File: config.mk
export PLATFORM = sky130hd
export DESIGN_NAME = rle4_bitmap_span_decoder
export DESIGN_NICKNAME = d
export VERILOG_FILES = /design/src/hw/rtl/rle4bsd_pkg.sv /design/src/hw/rtl/rle4bsd_cfg.sv /design/src/hw/rtl/rle4bsd_decode.sv /design/src/hw/rtl/rle4bsd_out.sv /design/src/hw/rtl/rle4_bitmap_span_decoder.sv
export SDC_FILE = /design/constraint.sdc
export NUM_CORES = 1
export LEC_CHECK = 0
export BUFFER_PORTS_ARGS = -buffer_cell sky130_fd_sc_hd__buf_4
export CAP_MARGIN = 20
export CORE_ASPECT_RATIO = 0.8
export CORE_MARGIN = 2
export CORE_UTILIZATION = 35
export CTS_CLUSTER_DIAMETER = 100
export DETAILED_ROUTE_END_ITERATION = 12
export PLACE_DENSITY = 0.52
export SETUP_SLACK_MARGIN = 0.02
export SLEW_MARGIN = 20
export SYNTH_ARGS = -nofsm -noshare
export SYNTH_HDL_FRONTEND = slang
export SYNTH_HIERARCHICAL = 1
export SYNTH_SLANG_ARGS = --single-unit
File: constraint.sdc
create_clock -name clk -period 14.6 [get_ports clk]
set_clock_uncertainty 0.2 [all_clocks]
set_input_delay 2.19 -clock clk [delete_from_list [all_inputs] [get_ports clk]]
set_output_delay 2.19 -clock clk [all_outputs]
set_load 0.02 [all_outputs]
File: src/hw/rtl/rle4bsd_pkg.sv
// ----------------------------------------------------------------------------
// rle4bsd_pkg
// Shared types and constants for the RLE4 bitmap span decoder.
// ----------------------------------------------------------------------------
package rle4bsd_pkg;

  localparam int COORD_BITS = 10;
  // Wide enough for left + width and for any cursor value
  localparam int EDGE_BITS  = ((COORD_BITS > 11) ? COORD_BITS : 11) + 1;

  typedef logic [COORD_BITS-1:0] coord_t;
  typedef logic [EDGE_BITS-1:0]  edge_t;

  // Configuration register indexes
  localparam logic [1:0] CFG_LEFT   = 2'd0;
  localparam logic [1:0] CFG_TOP    = 2'd1;
  localparam logic [1:0] CFG_WIDTH  = 2'd2;
  localparam logic [1:0] CFG_HEIGHT = 2'd3;

  localparam logic [9:0]  LEFT_RST   = 10'd0;
  localparam logic [9:0]  TOP_RST    = 10'd0;
  localparam logic [10:0] WIDTH_RST  = 11'd640;
  localparam logic [10:0] HEIGHT_RST = 11'd480;

  localparam edge_t  BOTTOM_SUM_RST = EDGE_BITS'(TOP_RST) + EDGE_BITS'(HEIGHT_RST)
                                      - EDGE_BITS'(1);
  localparam coord_t CURSOR_X_RST   = COORD_BITS'(LEFT_RST);
  localparam coord_t CURSOR_Y_RST   = COORD_BITS'(BOTTOM_SUM_RST);

  // Escape codes following a zero count byte
  localparam logic [7:0] ESC_EOL   = 8'd0;
  localparam logic [7:0] ESC_EOB   = 8'd1;
  localparam logic [7:0] ESC_DELTA = 8'd2;

  localparam logic [3:0] NIBBLE_MASK  = 4'hF;
  localparam int         NIBBLE_SHIFT = 4;

  typedef enum logic [2:0] {
    PH_COUNT    = 3'd0,
    PH_COLOR    = 3'd1,
    PH_ESCAPE   = 3'd2,
    PH_DELTA_X  = 3'd3,
    PH_DELTA_Y  = 3'd4,
    PH_ABSOLUTE = 3'd5,
    PH_PAD      = 3'd6
  } phase_t;

  typedef struct packed {
    logic [9:0]  left;
    logic [9:0]  top;
    logic [10:0] width;
    logic [10:0] height;
  } window_t;

  typedef struct packed {
    coord_t     x;
    coord_t     y;
    logic [7:0] length;
    logic [3:0] even_color;
    logic [3:0] odd_color;
    logic       done;
  } span_t;

endpackage

File: src/hw/rtl/rle4bsd_cfg.sv
// ----------------------------------------------------------------------------
// rle4bsd_cfg
// Window configuration registers, written over the configuration channel.
// ----------------------------------------------------------------------------
module rle4bsd_cfg
  import rle4bsd_pkg::*;
(
  input  logic        clk,
  input  logic        rst_n,
  input  logic        cfg_valid,
  output logic        cfg_ready,
  input  logic [1:0]  cfg_index,
  input  logic [10:0] cfg_data,
  output window_t     win
);

  window_t win_r;

  assign cfg_ready = 1'b1;
  assign win       = win_r;

  always_ff @(posedge clk) begin
    if (!rst_n) begin
      win_r.left   <= LEFT_RST;
      win_r.top    <= TOP_RST;
      win_r.width  <= WIDTH_RST;
      win_r.height <= HEIGHT_RST;
    end else if (cfg_valid && cfg_ready) begin
      unique case (cfg_index)
        CFG_LEFT:   win_r.left   <= cfg_data[9:0];
        CFG_TOP:    win_r.top    <= cfg_data[9:0];
        CFG_WIDTH:  win_r.width  <= cfg_data;
        CFG_HEIGHT: win_r.height <= cfg_data;
        default: ;
      endcase
    end
  end

endmodule

File: src/hw/rtl/rle4bsd_decode.sv
// ----------------------------------------------------------------------------
// rle4bsd_decode
// Input register, parser state and the single-pass byte decode.
// ----------------------------------------------------------------------------
module rle4bsd_decode
  import rle4bsd_pkg::*;
(
  input  logic       clk,
  input  logic       rst_n,
  input  window_t    win,
  input  logic       in_valid,
  output logic       in_stall,
  input  logic [7:0] in_stream_byte,
  input  logic       in_start_of_image,
  input  logic       res_room,
  output logic       res_load,
  output span_t      res
);

  // Input register
  logic       hold_valid_r;
  logic [7:0] hold_byte_r;
  logic       hold_sof_r;

  // Parser state
  phase_t     phase_r,   phase_nxt;
  coord_t     cur_x_r,   cur_x_nxt;
  coord_t     cur_y_r,   cur_y_nxt;
  logic [7:0] run_r,     run_nxt;
  logic [7:0] abs_r,     abs_nxt;
  logic       pad_r,     pad_nxt;
  logic       fin_r,     fin_nxt;

  // State after an optional restart
  phase_t     ph_e;
  coord_t     cx_e, cy_e;
  logic [7:0] run_e, abs_e;
  logic       pad_e, fin_e;

  logic [3:0] hi, lo;
  logic [7:0] abs_take, abs_rem, clip_n, clip_len;
  logic [8:0] cnt_inc;
  edge_t      right_edge, avail, start_y;
  logic       emit, take;

  assign hi = 4'(hold_byte_r >> NIBBLE_SHIFT) & NIBBLE_MASK;
  assign lo = hold_byte_r[3:0] & NIBBLE_MASK;

  assign start_y = EDGE_BITS'(win.top) + EDGE_BITS'(win.height) - EDGE_BITS'(1);

  always_comb begin
    if (hold_sof_r) begin
      ph_e  = PH_COUNT;
      cx_e  = COORD_BITS'(win.left);
      cy_e  = COORD_BITS'(start_y);
      run_e = '0;
      abs_e = '0;
      pad_e = 1'b0;
      fin_e = 1'b0;
    end else begin
      ph_e  = phase_r;
      cx_e  = cur_x_r;
      cy_e  = cur_y_r;
      run_e = run_r;
      abs_e = abs_r;
      pad_e = pad_r;
      fin_e = fin_r;
    end
  end

  assign abs_take = (abs_e < 8'd2) ? abs_e : 8'd2;
  assign abs_rem  = abs_e - abs_take;
  assign cnt_inc  = {1'b0, hold_byte_r} + 9'd1;

  // Right-edge clip of the pending span
  assign clip_n     = (ph_e == PH_COLOR) ? run_e : abs_take;
  assign right_edge = EDGE_BITS'(win.left) + EDGE_BITS'(win.width);
  assign avail      = right_edge - EDGE_BITS'(cx_e);
  always_comb begin
    if (EDGE_BITS'(cx_e) >= right_edge) begin
      clip_len = '0;
    end else if (avail < EDGE_BITS'(clip_n)) begin
      clip_len = avail[7:0];
    end else begin
      clip_len = clip_n;
    end
  end

  // Next phase
  always_comb begin
    phase_nxt = ph_e;
    if (!fin_e) begin
      unique case (ph_e)
        PH_COLOR:    phase_nxt = PH_COUNT;
        PH_ESCAPE: begin
          if (hold_byte_r == ESC_EOL || hold_byte_r == ESC_EOB) begin
            phase_nxt = PH_COUNT;
          end else if (hold_byte_r == ESC_DELTA) begin
            phase_nxt = PH_DELTA_X;
          end else begin
            phase_nxt = PH_ABSOLUTE;
          end
        end
        PH_DELTA_X:  phase_nxt = PH_DELTA_Y;
        PH_DELTA_Y:  phase_nxt = PH_COUNT;
        PH_ABSOLUTE: begin
          if (abs_rem == '0) begin
            phase_nxt = pad_e ? PH_PAD : PH_COUNT;
          end
        end
        PH_PAD:      phase_nxt = PH_COUNT;
        default:     phase_nxt = (hold_byte_r != '0) ? PH_COLOR : PH_ESCAPE;
      endcase
    end
  end

  // Cursor, counters and result
  always_comb begin
    cur_x_nxt      = cx_e;
    cur_y_nxt      = cy_e;
    run_nxt        = run_e;
    abs_nxt        = abs_e;
    pad_nxt        = pad_e;
    fin_nxt        = fin_e;
    emit           = 1'b0;
    res.x          = cx_e;
    res.y          = cy_e;
    res.length     = clip_len;
    res.even_color = hi;
    res.odd_color  = lo;
    res.done       = 1'b0;
    if (!fin_e) begin
      case (ph_e)
        PH_COLOR, PH_ABSOLUTE: begin
          if (ph_e == PH_ABSOLUTE) begin
            abs_nxt = abs_rem;
          end
          if (clip_len != '0) begin
            emit      = 1'b1;
            cur_x_nxt = cx_e + COORD_BITS'(clip_len);
          end
        end
        PH_ESCAPE: begin
          if (hold_byte_r == ESC_EOL) begin
            cur_x_nxt = COORD_BITS'(win.left);
            cur_y_nxt = cy_e - COORD_BITS'(1);
          end else if (hold_byte_r == ESC_EOB) begin
            fin_nxt        = 1'b1;
            emit           = 1'b1;
            res.length     = '0;
            res.even_color = '0;
            res.odd_color  = '0;
            res.done       = 1'b1;
          end else if (hold_byte_r != ESC_DELTA) begin
            abs_nxt = hold_byte_r;
            pad_nxt = cnt_inc[1];
          end
        end
        PH_DELTA_X: cur_x_nxt = cx_e + COORD_BITS'(hold_byte_r);
        PH_DELTA_Y: cur_y_nxt = cy_e - COORD_BITS'(hold_byte_r);
        PH_PAD:     pad_nxt   = 1'b0;
        default: begin
          if (hold_byte_r != '0) begin
            run_nxt = hold_byte_r;
          end
        end
      endcase
    end
  end

  // Advance the held byte unless its span has nowhere to go
  assign take     = hold_valid_r && (!emit || res_room);
  assign res_load = take && emit;
  assign in_stall = hold_valid_r && !take;

  always_ff @(posedge clk) begin
    if (!rst_n) begin
      hold_valid_r <= 1'b0;
    end else if (in_valid && !in_stall) begin
      hold_valid_r <= 1'b1;
    end else if (take) begin
      hold_valid_r <= 1'b0;
    end
  end

  always_ff @(posedge clk) begin
    if (in_valid && !in_stall) begin
      hold_byte_r <= in_stream_byte;
      hold_sof_r  <= in_start_of_image;
    end
  end

  always_ff @(posedge clk) begin
    if (!rst_n) begin
      phase_r <= PH_COUNT;
      cur_x_r <= CURSOR_X_RST;
      cur_y_r <= CURSOR_Y_RST;
      run_r   <= '0;
      abs_r   <= '0;
      pad_r   <= 1'b0;
      fin_r   <= 1'b0;
    end else if (take) begin
      phase_r <= phase_nxt;
      cur_x_r <= cur_x_nxt;
      cur_y_r <= cur_y_nxt;
      run_r   <= run_nxt;
      abs_r   <= abs_nxt;
      pad_r   <= pad_nxt;
      fin_r   <= fin_nxt;
    end
  end

endmodule

File: src/hw/rtl/rle4bsd_out.sv
// ----------------------------------------------------------------------------
// rle4bsd_out
// Result register holding one span until the receiver takes it.
// ----------------------------------------------------------------------------
module rle4bsd_out
  import rle4bsd_pkg::*;
(
  input  logic  clk,
  input  logic  rst_n,
  input  logic  res_load,
  input  span_t res,
  output logic  res_room,
  output logic  out_valid,
  input  logic  out_stall,
  output span_t out_span
);

  logic  valid_r;
  span_t span_r;

  // Room when empty or when the held span leaves this cycle
  assign res_room  = !valid_r || !out_stall;
  assign out_valid = valid_r;
  assign out_span  = span_r;

  always_ff @(posedge clk) begin
    if (!rst_n) begin
      valid_r <= 1'b0;
    end else if (res_load) begin
      valid_r <= 1'b1;
    end else if (!out_stall) begin
      valid_r <= 1'b0;
    end
  end

  always_ff @(posedge clk) begin
    if (res_load) begin
      span_r <= res;
    end
  end

endmodule

File: src/hw/rtl/rle4_bitmap_span_decoder.sv
// ----------------------------------------------------------------------------
// rle4_bitmap_span_decoder
// BMP RLE4 stream decoder producing clipped horizontal pixel spans.
// ----------------------------------------------------------------------------
// Usage:
//   Input channel: one compressed byte per transfer (in_valid / in_stall);
//   in_start_of_image restarts at the window's bottom-left first.
//   Output channel: at most one span per byte (out_valid / out_stall);
//   bytes that only move the cursor or are clipped away give no span.
//   The end-of-bitmap escape gives one span with image_done set and
//   zero length; later bytes are dropped until a restart.
//   Configuration: cfg_valid / cfg_ready write window registers by index
//   (0 left, 1 top, 2 width, 3 height); write only while idle.
//   Path: each byte is held in the input register, decoded, and its span
//   is loaded into the result register, from which it is offered; a full
//   result register keeps the byte waiting in the input register.
//   Throughput: one byte per cycle while its span finds room; the parse
//   state loop closes through the decode logic alone.
//   Stall: a stalled span holds in the result register; the next byte is
//   still taken and decoded, and waits in the input register only if it
//   too yields a span.
//   Reset: window back to 0, 0, 640 x 480, cursor to column 0, row 479,
//   both channels empty.
// ----------------------------------------------------------------------------
module rle4_bitmap_span_decoder
  import rle4bsd_pkg::*;
(
  input  logic              clk,
  input  logic              rst_n,
  input  logic              in_valid,
  output logic              in_stall,
  input  logic [7:0]        in_stream_byte,
  input  logic              in_start_of_image,
  output logic              out_valid,
  input  logic              out_stall,
  output logic [9:0]        out_span_x,
  output logic [9:0]        out_span_y,
  output logic [7:0]        out_span_length,
  output logic [3:0]        out_even_color,
  output logic [3:0]        out_odd_color,
  output logic              out_image_done,
  input  logic              cfg_valid,
  output logic              cfg_ready,
  input  logic [1:0]        cfg_index,
  input  logic [10:0]       cfg_data
);

  window_t win;
  span_t   res, out_span;
  logic    res_room, res_load;

  rle4bsd_cfg u_cfg (
    .clk       (clk),
    .rst_n     (rst_n),
    .cfg_valid (cfg_valid),
    .cfg_ready (cfg_ready),
    .cfg_index (cfg_index),
    .cfg_data  (cfg_data),
    .win       (win)
  );

  rle4bsd_decode u_decode (
    .clk               (clk),
    .rst_n             (rst_n),
    .win               (win),
    .in_valid          (in_valid),
    .in_stall          (in_stall),
    .in_stream_byte    (in_stream_byte),
    .in_start_of_image (in_start_of_image),
    .res_room          (res_room),
    .res_load          (res_load),
    .res               (res)
  );

  rle4bsd_out u_out (
    .clk       (clk),
    .rst_n     (rst_n),
    .res_load  (res_load),
    .res       (res),
    .res_room  (res_room),
    .out_valid (out_valid),
    .out_stall (out_stall),
    .out_span  (out_span)
  );

  assign out_span_x      = 10'(out_span.x);
  assign out_span_y      = 10'(out_span.y);
  assign out_span_length = out_span.length;
  assign out_even_color  = out_span.even_color;
  assign out_odd_color   = out_span.odd_color;
  assign out_image_done  = out_span.done;

endmodule
==> impl_metrics.toml <==
[sta]
max_freq_mhz = 115
fin_setup_tns_ps = 0
hold_viol_final = 0
rsz0062_at_grt = "false"
min_period_ps = 8710
worstMarginPinSlew_ps = 1080
drv_slew = 0
slew_headroom = 0.282
fin_crit_sh = 0.597
setup_ws_ps = 5890
finalSetupViolCount = 0

[clock_tree]
cts_tree = "built"
clock_sinks = 130
clk_latency_ps = 430
cts_max_path_buffers = 2
clk_pin_slew_ps = 60
cts_buffers = 17
cts-root-buf = "clkbuf_16"
postCtsSetupRepairBufs = 0
post_cts_resized = 0
cts_hold_buf = 0
htreeDepth = 4

[cells_and_area]
multi_input_area_um2 = 5490
final_nets = 1195
area_delta_synth_final_pct = 14.2
final_common_cell = "nand2_1"
layout_common_cells = "nand2_1, inv_1, dfxtp_1"
drive_gt1_frac = 0.108
diodes = 0
fill_cells = 2606
regArea_um2 = 3060

[floorplanning]
chipHeight_um = 149
coreArea_um2 = 25500
rows = 52
ios = 67
die_w_um = 185
dieArea_um2 = 27400
start_util = 0.359

[setup_path]
ff2ff_setup_slack_ps = 7380
r2r-start = "u_cfg/win[32]"
crit_slowest_cell = "o22ai_2"
r2r_end = "u_decode/cur_x_r[8]"
cp-end-kind = "primary output"
cp.arrival_ps = 6320
critical_path_class = "flop to primary output"
cp-start-kind = "flop"
worstPathCellList = "ha_1 > inv_1 > fa_1 > nor2b_1 > o31a_1 > o21ai_0 > a21oi_1 > nor2_1 > ha_1 > a21o_1 > nor3_1 > a21oi_1 > xor2_1 > ha_1 > a21oi_1 > o21ai_0 > nor3_1 > nand4_1 > o22ai_2 > mux2_4 > o31a_1 > nor3b_1 > buf_4"
r2r_cells = 32
max_stage_delay_ps = 530
crit_fanout = 22
crit_required_ps = 12210

[placement]
port_buffers = 65
place.gp.congestion = 0.840
dp_slack_ps = 6400
dp_hpwl_um = 19100

[synthesis]
yosysWarnings = 6
syn_avg_cell_area_um2 = 8.65
syn_nets = 1163
syn-cell-area_um2 = 9150
synth_cells = 1057

[power_and_ir_drop]
power.density_nw_per_um2 = 103
leakage_nw = 4.58
vdd_ir_drop_max_mv = 0.0839

[outcome]
outcome = "finished, final reports clean"

[global_route]
grt_pass1_vias = 7405
antenna_found_initial = 0
grt_first_pass_wirelength_um = 41300
track_usage = 0.195
grt_max_degree = 87
grt.overflow.total = 0

[worst_hold_path]
hp-start = "u_cfg/win[25]"
hold-path-endpoint = "u_cfg/win[25]"
hold_depth = 2
worstHoldPathType = "flop to flop"

[routing]
drc = 0
first_pass_iters = 5
wl_um = 26000
ant_nets = 0
viasPerCell = 5.42
vias = 7880
wl_per_cell_um = 17.9
drtIter0Drc = 652

[run]
cap_violations = 0
report_power, final:
part / switching (mW) / internal, mW
combinational: 0.147 / 0.0997
sequential: 0.0136 / 0.389
clock: 0.172 / 0.260
flip-flops by register name, summed over array words and instances (netlist names):
register               cells
u_cfg/win                 41
u_out/out_span            37
u_decode/cur_x_r          10
u_decode/cur_y_r          10
u_decode/abs_r             8
u_decode/hold_byte_r       8
u_decode/run_r             8
u_decode/phase_r           3
u_decode/fin_r             1
u_decode/hold_sof_r        1
u_decode/hold_valid_r      1
u_decode/pad_r             1
u_out/out_valid            1
layout make-up:
| class | count | share of cell area |
|---|---|---|
| clock buffers | 23 | 0.0478 |
| clock inverters | 9 | 0.00875 |
| inverters | 86 | 0.0309 |
| multi-input cells | 782 | 0.525 |
| flip-flops and latches | 130 | 0.293 |
| well taps | 351 | 0.0421 |
| repair buffers | 72 | 0.0518 |
critical path, delay by kind of cell, from the launching register on:
family,cells,cell delay [ps]
compound gates,9,1950
mux,1,470
buf+inv,2,320
fa+ha+maj,4,1280
simple gates,6,1230
flops,1,370
xor+xnor,1,250
worst max-delay path by stage:
stage          slack [ps]       end                 from
3_3_place_gp         6500  in_stall        u_cfg/win[32]
6_report             5890  in_stall        u_cfg/win[32]
2_1_floorplan        6670  in_stall  u_decode/hold_sof_r
3_5_place_dp         6400  in_stall        u_cfg/win[32]
5_1_grt              5340  in_stall        u_cfg/win[32]
4_1_cts              5900  in_stall        u_cfg/win[32]
stage by stage:
stage                      util  power [mW]  hold slack [ps]  instance area, um^2  std cells
after global routing      0.409        1.14              266                10400       1453
after CTS                 0.409        1.09              260                10400       1453
after detailed placement  0.386       0.654              248                 9850       1421
after global placement    0.386       0.654              243                 9850       1421
after floorplan               -       0.594              235                 9150       1057
final                     0.409        1.08              259                10400       1453
layer usage:
| layer | vias to the layer above | share of wire | track usage |
|---|---|---|---|
| met4 | 0 | 0.012 | 0.0488 |
| met2 | 239 | 0.43 | 0.291 |
| met3 | 23 | 0.063 | 0.0468 |
| met1 | 3744 | 0.49 | 0.281 |
| li1 | 3874 | - | - |
| met5 | - | 0 | 0 |
No activity file was read; power rests on OpenSTA's default activity.
